$ cat config.mk
export PLATFORM = sky130hd
export DESIGN_NAME = zero_sum_triple_finder
export DESIGN_NICKNAME = d
export VERILOG_FILES = /design/src/rtl/zst_pkg.sv /design/src/rtl/zst_front.sv /design/src/rtl/zst_back.sv /design/src/rtl/zero_sum_triple_finder.sv
export SDC_FILE = /design/constraint.sdc
export NUM_CORES = 2
export LEC_CHECK = 0
export ABC_AREA = 1
export ABC_CLOCK_PERIOD_IN_PS = 6500
export BUFFER_PORTS_ARGS = -buffer_cell sky130_fd_sc_hd__buf_2
export CAP_MARGIN = 20
export CORE_MARGIN = 4
export CORE_UTILIZATION = 60
export DETAILED_ROUTE_END_ITERATION = 10
export HOLD_SLACK_MARGIN = 0.05
export PLACE_DENSITY_LB_ADDON = 0.08
export SLEW_MARGIN = 15
export SYNTH_ARGS = -nofsm -noshare
export SYNTH_HDL_FRONTEND = slang
export SYNTH_SLANG_ARGS = --single-unit
$ cat constraint.sdc
create_clock -name clk -period 6.5 [get_ports clk]
set_input_delay 0.325 -clock clk [delete_from_list [all_inputs] [get_ports clk]]
set_output_delay 0.325 -clock clk [all_outputs]
set_load 0.005 [all_outputs]
$ cat src/rtl/zst_pkg.sv
// Shared types and sizing constants for the zero-sum triple finder.
// Used by every module under rtl; depends on nothing.
package zst_pkg;

	localparam int CAPACITY    = 64;
	localparam int MAX_RESULTS = 64;
	localparam int IDX_W       = $clog2(CAPACITY);
	localparam int CNT_W       = $clog2(CAPACITY + 1);
	localparam int RES_W       = $clog2(MAX_RESULTS + 1);
	localparam int SUM_W       = 18;
	localparam int QDEPTH      = 4;
	localparam int QPTR_W      = $clog2(QDEPTH);
	localparam int QCNT_W      = $clog2(QDEPTH + 1);

	typedef struct packed {
		logic signed [15:0] value;
		logic               final_item;
	} in_item_t;

	typedef struct packed {
		logic signed [15:0] first;
		logic signed [15:0] second;
		logic signed [15:0] third;
		logic               found;
		logic               last_result;
		logic               truncated;
		logic               inputs_dropped;
	} out_item_t;

	// Head of the queue between the front and the back.
	typedef struct packed {
		logic     valid;
		in_item_t item;
	} q_head_t;

endpackage

$ cat src/rtl/zst_front.sv
// Front end: accepts input items and holds them in a short queue.
// Depends on zst_pkg.
module zst_front import zst_pkg::*; (
	input  logic     clk,
	input  logic     arst_n,
	input  logic     item_valid,
	output logic     item_stall,
	input  in_item_t item,
	output q_head_t  head,
	input  logic     pop
);

	in_item_t            buf_q [QDEPTH];
	logic [QPTR_W-1:0]   wptr_q;
	logic [QPTR_W-1:0]   rptr_q;
	logic [QCNT_W-1:0]   count_q;
	logic                push;
	logic                take;

	assign item_stall = (count_q == QCNT_W'(QDEPTH));
	assign push       = item_valid && !item_stall;
	assign take       = pop && (count_q != '0);
	assign head.valid = (count_q != '0);
	assign head.item  = buf_q[rptr_q];

	always_ff @(posedge clk) begin
		if (push) begin
			buf_q[wptr_q] <= item;
		end
	end

	always_ff @(posedge clk or negedge arst_n) begin
		if (!arst_n) begin
			wptr_q  <= '0;
			rptr_q  <= '0;
			count_q <= '0;
		end else begin
			if (push) begin
				wptr_q <= wptr_q + 1'b1;
			end
			if (take) begin
				rptr_q <= rptr_q + 1'b1;
			end
			if (push && !take) begin
				count_q <= count_q + 1'b1;
			end else if (take && !push) begin
				count_q <= count_q - 1'b1;
			end
		end
	end

	a_count_bound: assert property (@(posedge clk) disable iff (!arst_n)
		count_q <= QCNT_W'(QDEPTH)) else $error("queue count past depth");
	a_push_full: assert property (@(posedge clk) disable iff (!arst_n)
		(count_q == QCNT_W'(QDEPTH)) && !take |=> count_q == QCNT_W'(QDEPTH))
		else $error("full queue lost an item");
	a_ptr_gap: assert property (@(posedge clk) disable iff (!arst_n)
		(count_q == '0) |-> (wptr_q == rptr_q)) else $error("empty queue pointers differ");

endmodule

$ cat src/rtl/zst_back.sv
// Back end: stores the set, sorts it in place and runs the two-pointer search.
// Depends on zst_pkg; takes items from the front's queue.
module zst_back import zst_pkg::*; (
	input  logic      clk,
	input  logic      arst_n,
	input  q_head_t   head,
	output logic      pop,
	output logic      res_valid,
	input  logic      res_stall,
	output out_item_t res
);

	typedef enum logic [4:0] {
		S_LOAD, S_SSTART, S_SNEXT, S_SKEY, S_SKEY_EV, S_SRD, S_SEV,
		S_ANCH, S_ANCH_EV, S_PAIR_RD, S_PAIR_EV, S_LDUP, S_LDUP_EV,
		S_HDUP, S_HDUP_EV, S_ADUP, S_ADUP_EV, S_FIN
	} state_t;

	logic signed [15:0] mem [CAPACITY];
	logic signed [15:0] rd0_q, rd1_q;
	logic [IDX_W-1:0]   ra0, ra1, wa;
	logic signed [15:0] wd;
	logic               we;

	state_t             state_q;
	logic [CNT_W-1:0]   cnt_q, i_q, j_q, a_q, lo_q, hi_q;
	logic               ovf_q;
	logic signed [15:0] key_q, aval_q;
	out_item_t          pend_q;
	logic               pend_v_q;
	logic [RES_W-1:0]   rcnt_q;
	out_item_t          out_q;
	logic               out_v_q;

	logic               ofree;
	logic signed [SUM_W-1:0] sum;
	logic [CNT_W-1:0]   lo_p1, hi_m1, a_p1, j_m1;

	assign ofree = !out_v_q || !res_stall;
	assign lo_p1 = lo_q + 1'b1;
	assign hi_m1 = hi_q - 1'b1;
	assign a_p1  = a_q + 1'b1;
	assign j_m1  = j_q - 1'b1;
	assign sum   = SUM_W'(aval_q) + SUM_W'(rd0_q) + SUM_W'(rd1_q);
	assign res_valid = out_v_q;
	assign res       = out_q;
	assign pop       = (state_q == S_LOAD) && head.valid;

	always_comb begin
		ra0 = lo_q[IDX_W-1:0];
		ra1 = hi_q[IDX_W-1:0];
		we  = 1'b0;
		wa  = cnt_q[IDX_W-1:0];
		wd  = head.item.value;
		case (state_q)
			S_LOAD: begin
				we = head.valid && (cnt_q < CNT_W'(CAPACITY));
			end
			S_SKEY: ra0 = i_q[IDX_W-1:0];
			S_SRD: begin
				ra0 = j_m1[IDX_W-1:0];
				if (j_q == '0) begin
					we = 1'b1;
					wa = '0;
					wd = key_q;
				end
			end
			S_SEV: begin
				we = 1'b1;
				wa = j_q[IDX_W-1:0];
				wd = (rd0_q > key_q) ? rd0_q : key_q;
			end
			S_ANCH:  ra0 = a_q[IDX_W-1:0];
			S_LDUP:  ra0 = lo_p1[IDX_W-1:0];
			S_HDUP:  ra1 = hi_m1[IDX_W-1:0];
			S_ADUP:  ra0 = a_p1[IDX_W-1:0];
			default: ;
		endcase
	end

	always_ff @(posedge clk) begin
		if (we) begin
			mem[wa] <= wd;
		end
		rd0_q <= mem[ra0];
		rd1_q <= mem[ra1];
	end

	always_ff @(posedge clk or negedge arst_n) begin
		if (!arst_n) begin
			state_q  <= S_LOAD;
			cnt_q    <= '0;
			ovf_q    <= 1'b0;
			i_q      <= '0;
			j_q      <= '0;
			a_q      <= '0;
			lo_q     <= '0;
			hi_q     <= '0;
			key_q    <= '0;
			aval_q   <= '0;
			pend_q   <= '0;
			pend_v_q <= 1'b0;
			rcnt_q   <= '0;
			out_q    <= '0;
			out_v_q  <= 1'b0;
		end else begin
			if (ofree) begin
				out_v_q <= 1'b0;
			end
			case (state_q)
				S_LOAD: begin
					if (head.valid) begin
						if (cnt_q < CNT_W'(CAPACITY)) begin
							cnt_q <= cnt_q + 1'b1;
						end else begin
							ovf_q <= 1'b1;
						end
						if (head.item.final_item) begin
							state_q <= S_SSTART;
						end
					end
				end
				S_SSTART: begin
					i_q     <= CNT_W'(1);
					state_q <= S_SNEXT;
				end
				S_SNEXT: begin
					if (i_q < cnt_q) begin
						state_q <= S_SKEY;
					end else begin
						a_q     <= '0;
						state_q <= S_ANCH;
					end
				end
				S_SKEY: state_q <= S_SKEY_EV;
				S_SKEY_EV: begin
					key_q   <= rd0_q;
					j_q     <= i_q;
					state_q <= S_SRD;
				end
				S_SRD: begin
					if (j_q == '0) begin
						i_q     <= i_q + 1'b1;
						state_q <= S_SNEXT;
					end else begin
						state_q <= S_SEV;
					end
				end
				S_SEV: begin
					if (rd0_q > key_q) begin
						j_q     <= j_m1;
						state_q <= S_SRD;
					end else begin
						i_q     <= i_q + 1'b1;
						state_q <= S_SNEXT;
					end
				end
				S_ANCH: begin
					state_q <= (a_q < cnt_q) ? S_ANCH_EV : S_FIN;
				end
				S_ANCH_EV: begin
					aval_q  <= rd0_q;
					lo_q    <= a_p1;
					hi_q    <= cnt_q - 1'b1;
					state_q <= S_PAIR_RD;
				end
				S_PAIR_RD: begin
					state_q <= (lo_q < hi_q) ? S_PAIR_EV : S_ADUP;
				end
				S_PAIR_EV: begin
					if (sum > 0) begin
						hi_q    <= hi_m1;
						state_q <= S_PAIR_RD;
					end else if (sum < 0) begin
						lo_q    <= lo_p1;
						state_q <= S_PAIR_RD;
					end else if (rcnt_q == RES_W'(MAX_RESULTS)) begin
						// One triple past the limit: close the set on the held one.
						if (ofree) begin
							out_v_q               <= 1'b1;
							out_q                 <= pend_q;
							out_q.last_result     <= 1'b1;
							out_q.truncated       <= 1'b1;
							out_q.inputs_dropped  <= ovf_q;
							cnt_q                 <= '0;
							ovf_q                 <= 1'b0;
							pend_v_q              <= 1'b0;
							rcnt_q                <= '0;
							state_q               <= S_LOAD;
						end
					end else if (ofree || !pend_v_q) begin
						// The newest triple is held back until we know whether it is the last.
						if (pend_v_q) begin
							out_v_q              <= 1'b1;
							out_q                <= pend_q;
							out_q.inputs_dropped <= ovf_q;
						end
						pend_q.first          <= aval_q;
						pend_q.second         <= rd0_q;
						pend_q.third          <= rd1_q;
						pend_q.found          <= 1'b1;
						pend_q.last_result    <= 1'b0;
						pend_q.truncated      <= 1'b0;
						pend_q.inputs_dropped <= 1'b0;
						pend_v_q              <= 1'b1;
						rcnt_q                <= rcnt_q + 1'b1;
						state_q               <= S_LDUP;
					end
				end
				S_LDUP: begin
					if (lo_p1 <= hi_q) begin
						state_q <= S_LDUP_EV;
					end else begin
						lo_q    <= lo_p1;
						state_q <= S_HDUP;
					end
				end
				S_LDUP_EV: begin
					lo_q    <= lo_p1;
					state_q <= (rd0_q == pend_q.second) ? S_LDUP : S_HDUP;
				end
				S_HDUP: begin
					if (hi_q > lo_q) begin
						state_q <= S_HDUP_EV;
					end else begin
						hi_q    <= hi_m1;
						state_q <= S_PAIR_RD;
					end
				end
				S_HDUP_EV: begin
					hi_q    <= hi_m1;
					state_q <= (rd1_q == pend_q.third) ? S_HDUP : S_PAIR_RD;
				end
				S_ADUP: begin
					if (a_p1 < cnt_q) begin
						state_q <= S_ADUP_EV;
					end else begin
						a_q     <= a_p1;
						state_q <= S_ANCH;
					end
				end
				S_ADUP_EV: begin
					a_q     <= a_p1;
					state_q <= (rd0_q == aval_q) ? S_ADUP : S_ANCH;
				end
				S_FIN: begin
					if (ofree) begin
						out_v_q <= 1'b1;
						if (pend_v_q) begin
							out_q <= pend_q;
						end else begin
							out_q <= '0;
						end
						out_q.last_result    <= 1'b1;
						out_q.truncated      <= 1'b0;
						out_q.inputs_dropped <= ovf_q;
						cnt_q                <= '0;
						ovf_q                <= 1'b0;
						pend_v_q             <= 1'b0;
						rcnt_q               <= '0;
						state_q              <= S_LOAD;
					end
				end
				default: state_q <= S_LOAD;
			endcase
		end
	end

	a_cnt_bound: assert property (@(posedge clk) disable iff (!arst_n)
		cnt_q <= CNT_W'(CAPACITY)) else $error("element count past capacity");
	a_rcnt_bound: assert property (@(posedge clk) disable iff (!arst_n)
		rcnt_q <= RES_W'(MAX_RESULTS)) else $error("result count past limit");
	a_last_clears: assert property (@(posedge clk) disable iff (!arst_n)
		ofree && (state_q == S_FIN) |=> (state_q == S_LOAD) && (cnt_q == '0) && !pend_v_q)
		else $error("set not cleared after last result");
	a_pend_count: assert property (@(posedge clk) disable iff (!arst_n)
		pend_v_q == (rcnt_q != '0)) else $error("held triple and result count disagree");

endmodule

$ cat src/rtl/zero_sum_triple_finder.sv
// Top level of the zero-sum triple finder: front queue plus search engine.
// Depends on zst_pkg, zst_front and zst_back.
//
//   channel   ports                         carries
//   input     item_valid, item_stall, item  in_item_t: one element of the set
//   output    res_valid, res_stall, res     out_item_t: one triple or the marker
//
// Elements load into the store one per cycle through a four-entry queue while the engine is
// in its load state; otherwise the queue fills and stalls the input. On the final element the
// set is sorted by insertion sort over the store's single write and two read ports, each compare
// a read state then an evaluate state, and the two-pointer search follows in the same manner.
// arst_n clears the queue, the element count and the result logic.
// A stalled output holds its item; the engine waits on it only when it has a new result.
module zero_sum_triple_finder import zst_pkg::*; (
	input  logic      clk,
	input  logic      arst_n,
	input  logic      item_valid,
	output logic      item_stall,
	input  in_item_t  item,
	output logic      res_valid,
	input  logic      res_stall,
	output out_item_t res
);

	q_head_t head;
	logic    pop;

	zst_front u_front (
		.clk        (clk),
		.arst_n     (arst_n),
		.item_valid (item_valid),
		.item_stall (item_stall),
		.item       (item),
		.head       (head),
		.pop        (pop)
	);

	zst_back u_back (
		.clk       (clk),
		.arst_n    (arst_n),
		.head      (head),
		.pop       (pop),
		.res_valid (res_valid),
		.res_stall (res_stall),
		.res       (res)
	);

endmodule
==> key figures <==
Run status
  – Status: completed

Power
  – Total power draw: between 40 and 50 mW
  – Clock share of power: 0.173
  – Peak supply drop: 0.000620 V
  – P per Cell Area: roughly 600 mW/mm^2
  – Switch Pwr: approximately 24 mW
  – Sequential power share: 0.270
  – Leakage: ~31 nW
  – Combinational power share: 0.557
  – Sw Share: 0.507
  – Int Pwr: approximately 23 mW

Synth
  – Post-Syn Instances: around 8000
  – Avg Inst Size Synth: around 9 sq um
  – Top post-synthesis cells by area: edfxtp_1, nand3_1, nand2_1, dfrtp_1, inv_1
  – Post-synth EDFFs: between 1000 and 1500
  – Post-synthesis sequential area ratio: 0.541
  – Syn_nets: 8000
  – Synth Register Bits: 1321
  – Netlist cell types: 54
  – Synth Cell Area: 0.0709 sq mm
  – Area leader, netlist: edfxtp_1
  – Async set-or-reset flop fraction in the synthesized netlist: 0.149
  – Top_reg_cell synth: edfxtp_1
  – Yosys Warn Count: 0
  – Synth top area share: 0.462

Clock network
  – CTS tree: done
  – H-tree depth: 4
  – CTS Buf Count: about 140
  – Setup Buffers After CTS: 0
  – # resized after CTS: 0
  – Clock Tree Root: clkbuf_16
  – Clk sinks: approximately 1300
  – Clock Latency Late Sink: ~800 ps
  – Reg clk slew, reported paths: approximately 60 ps
  – Clock buffer depth: 3

Final layout
  – Final #Nets: a little under 8000
  – ANT cells: 0
  – Finished Cell Area: a little under 0.08 sq mm
  – Area delta synth->final: 9.04%
  – Layout cell share with drive strength beyond 1: 0.0721
  – Post-Route Utilization: 0.662

Route
  – First DRT Iteration DRCs: 9759
  – Final ANT Viol Nets: 0
  – Via count: 60871
  – Drt total wl: approximately 250000 um
  – WL/cell: about 26 um
  – DR vias/cell: between 6 and 7
  – DRC viols: 0
  – Drt first pass iters: 9

Critical path
  – Critical Path Sink Type: flop
  – CP Buf/Inv Count: 1
  – Crit path launch type: flop
  – Crit Path Max Fanout: 70
  – CP cell instances: fa_1 > ha_1 > fa_1 > nand2_1 > nand2_1 > nand3_1 > nand2_1 > nand2_1 > nand2_1 > nand2_1 > nand2_1 > nor2_1 > nand3_1 > nor2_2 > nand2_1 > nor2_4 > buf_4 > nand2_1 > o21ai_0
  – Path type of the worst setup path: flop to flop
  – Worst path required time: roughly 7200 ps
  – Highest-delay cell along the critical path: dfxtp_1
  – Max incr delay on CP: ~900 ps
  – Most used cell along the critical path: nand2_1
  – Arrival time at the worst endpoint: 5680 ps
  – Crit-path leading delay family: simple AND/OR/NAND/NOR gates

Floorplan
  – Die footprint: 0.124 sq mm
  – Area of the core: about 0.12 sq mm
  – Starting Density: 0.607
  – Num ports: 75
  – Die span in x: roughly 350 um
  – # rows: roughly 130
  – Die Height: ~350 um

GRT
  – Gr usage total: 0.391
  – First-pass GRT wire length: 360000 um
  – Pin count of the biggest net entering global routing: roughly 180
  – Initial antenna violation count: 3
  – Number of global-route vias before repair: roughly 56000
  – Gr ovfl total: 0

Placement
  – Placed Area: between 0.07 and 0.08 sq mm
  – GP Congestion: 0.932
  – PortBufs: 74
  – Post-DP HPWL: 144000 um

STA
  – Clock skew: around 32 ps
  – TNS Setup: 0 ps
  – Final setup viols: 0
  – Final min period: 4990 ps
  – Relative max-transition margin: 0.195
  – Worst Tran Pin Value: approximately 1200 ps
  – Final Hold Viols: 0
  – RSZ-0062 raised after global routing: no
  – Final period util: 0.768
  – Fin. max-slew vios: 0
  – Achievable frequency: 0.200 GHz

Job
  – Max cap viols: 0

Worst hold path
  – Hold crit path type: input port to async pin
## cells in the final DEF, fill, tap and decap left out, types with 67 or more instances in the layout
| master | synthesis | final |
|---|---|---|
| a21oi_1 | 67 | 67 |
| buf_2 | 268 | 73 |
| buf_4 | 32 | 138 |
| clkbuf_16 | 0 | 150 |
| dfrtp_1 | 197 | 197 |
| edfxtp_1 | 1092 | 1092 |
| ha_1 | 79 | 79 |
| inv_1 | 932 | 926 |
| nand2_1 | 1526 | 1507 |
| nand3_1 | 1599 | 1599 |
| nand3b_1 | 321 | 321 |
| nor2_1 | 417 | 365 |
| o211ai_1 | 370 | 370 |
| o21ai_0 | 363 | 361 |
| o221ai_1 | 84 | 84 |
## power groups by stage
stage	combinational (mW)	clock [mW]	sequential (mW)
after floorplan	16.4	0	12.6
after global placement	24.8	0	12.9
after detailed placement	25.2	0	12.9
after CTS	25.3	8.21	12.7
after global routing	27.9	8.57	12.8
final	26.3	8.18	12.8
## state kept, by name, indices dropped and copies added, names as in the netlist, 16 cells and up
register / cells
u_front.buf_q: 68
u_back.res: 52
u_back.rd0_q: 16
u_back.pend_q: 49
u_back.mem: 1024
u_back.rd1_q: 16
u_back.aval_q: 16
u_back.key_q: 16
## final timing paths
path	startpoint	end	slack, ps	cells past startpoint
worst min-delay path	arst_n	u_back.res[11]$_DFFE_PN0P_	220	2
worst max register to register	u_back.rd0_q[1]$_DFF_P_	u_back.pend_q[50]$_DFFE_PN0P_	1510	19
min in group clk	res_stall	u_back.res_valid$_DFF_PN0_	230	3
worst min register to register	u_back.res[11]$_DFFE_PN0P_	u_back.res[11]$_DFFE_PN0P_	460	2
max in group asynchronous	arst_n	u_back.res[19]$_DFFE_PN0P_	4840	3
worst max-delay path	u_back.rd0_q[1]$_DFF_P_	u_back.pend_q[50]$_DFFE_PN0P_	1510	19
## stage by stage
stage | hold slack (ps) | instances | setup slack (ps)
2_1_floorplan | 29.4 | 7882 | 2440
3_3_place_gp | 376 | 9088 | 1680
3_5_place_dp | 379 | 9098 | 1570
4_1_cts | 170 | 9373 | 1560
5_1_grt | 234 | 9376 | 1140
6_report | 220 | 9376 | 1510
## cells in the mapped netlist (20+ instances only)
library cell / n
a21oi_1: 67
o22ai_1: 30
nor3_1: 27
inv_1: 932
edfxtp_1: 1092
nand2_1: 1526
nand4_1: 21
o211ai_1: 370
nand3b_1: 321
o21ai_0: 363
buf_1: 39
dfrtp_1: 197
ha_1: 79
buf_2: 268
o21ai_1: 20
dfxtp_1: 32
o221ai_1: 84
clkbuf_1: 192
xor2_1: 51
nand3_1: 1599
nor2_1: 417
buf_4: 32
## final cells by class
| class | instances | area (sq um) |
|---|---|---|
| clock buffers | 203 | 4080 |
| clock inverters | 53 | 536 |
| fillers | 9338 | 39500 |
| inverters | 943 | 3570 |
| multi-input cells | 5070 | 26700 |
| flip-flops and latches | 1321 | 38400 |
| well taps | 1524 | 1910 |
| repair buffers | 262 | 2160 |
## cells by family after synthesis
family / after synthesis / share of synthesized area
AND/OR/NAND/NOR: 3942 / 0.257
buffers and inverters: 1491 / 0.0872
flip-flops: 1321 / 0.541
AO/OA/AOI/OAI: 959 / 0.0868
adder cells (fa/ha/maj): 97 / 0.0190
XOR/XNOR: 70 / 0.00865
multiplexers: 2 / 0.000300
## per-layer routing
metal  part of all wire  vias to the layer above  track usage  wire length, um
li1                   -                    26889            -                -
met1               0.37                    28693        0.524            90400
met2               0.42                     4413        0.569           104000
met3               0.13                      874       0.0945            32100
met4              0.076                        2        0.256            18600
met5            0.00045                        -      0.00628              110
## timing repair
action,CTS,global route
hold endpoints to repair,138,0
endpoints found under the setup margin,0,0
hold buffers,19,0
## worst reg2reg max path: stages (launching register included)
cell     delay (ps)
dfxtp_1         900
fa_1            570
ha_1            240
fa_1            470
nand2_1         110
nand2_1         110
nand3_1         140
nand2_1         130
nand2_1         100
nand2_1          50
nand2_1          60
nand2_1          50
nor2_1          150
nand3_1         150
nor2_2          220
nand2_1         120
nor2_4          440
buf_4           600
nand2_1         170
o21ai_0         100
Power figures use the tool's default switching activity.
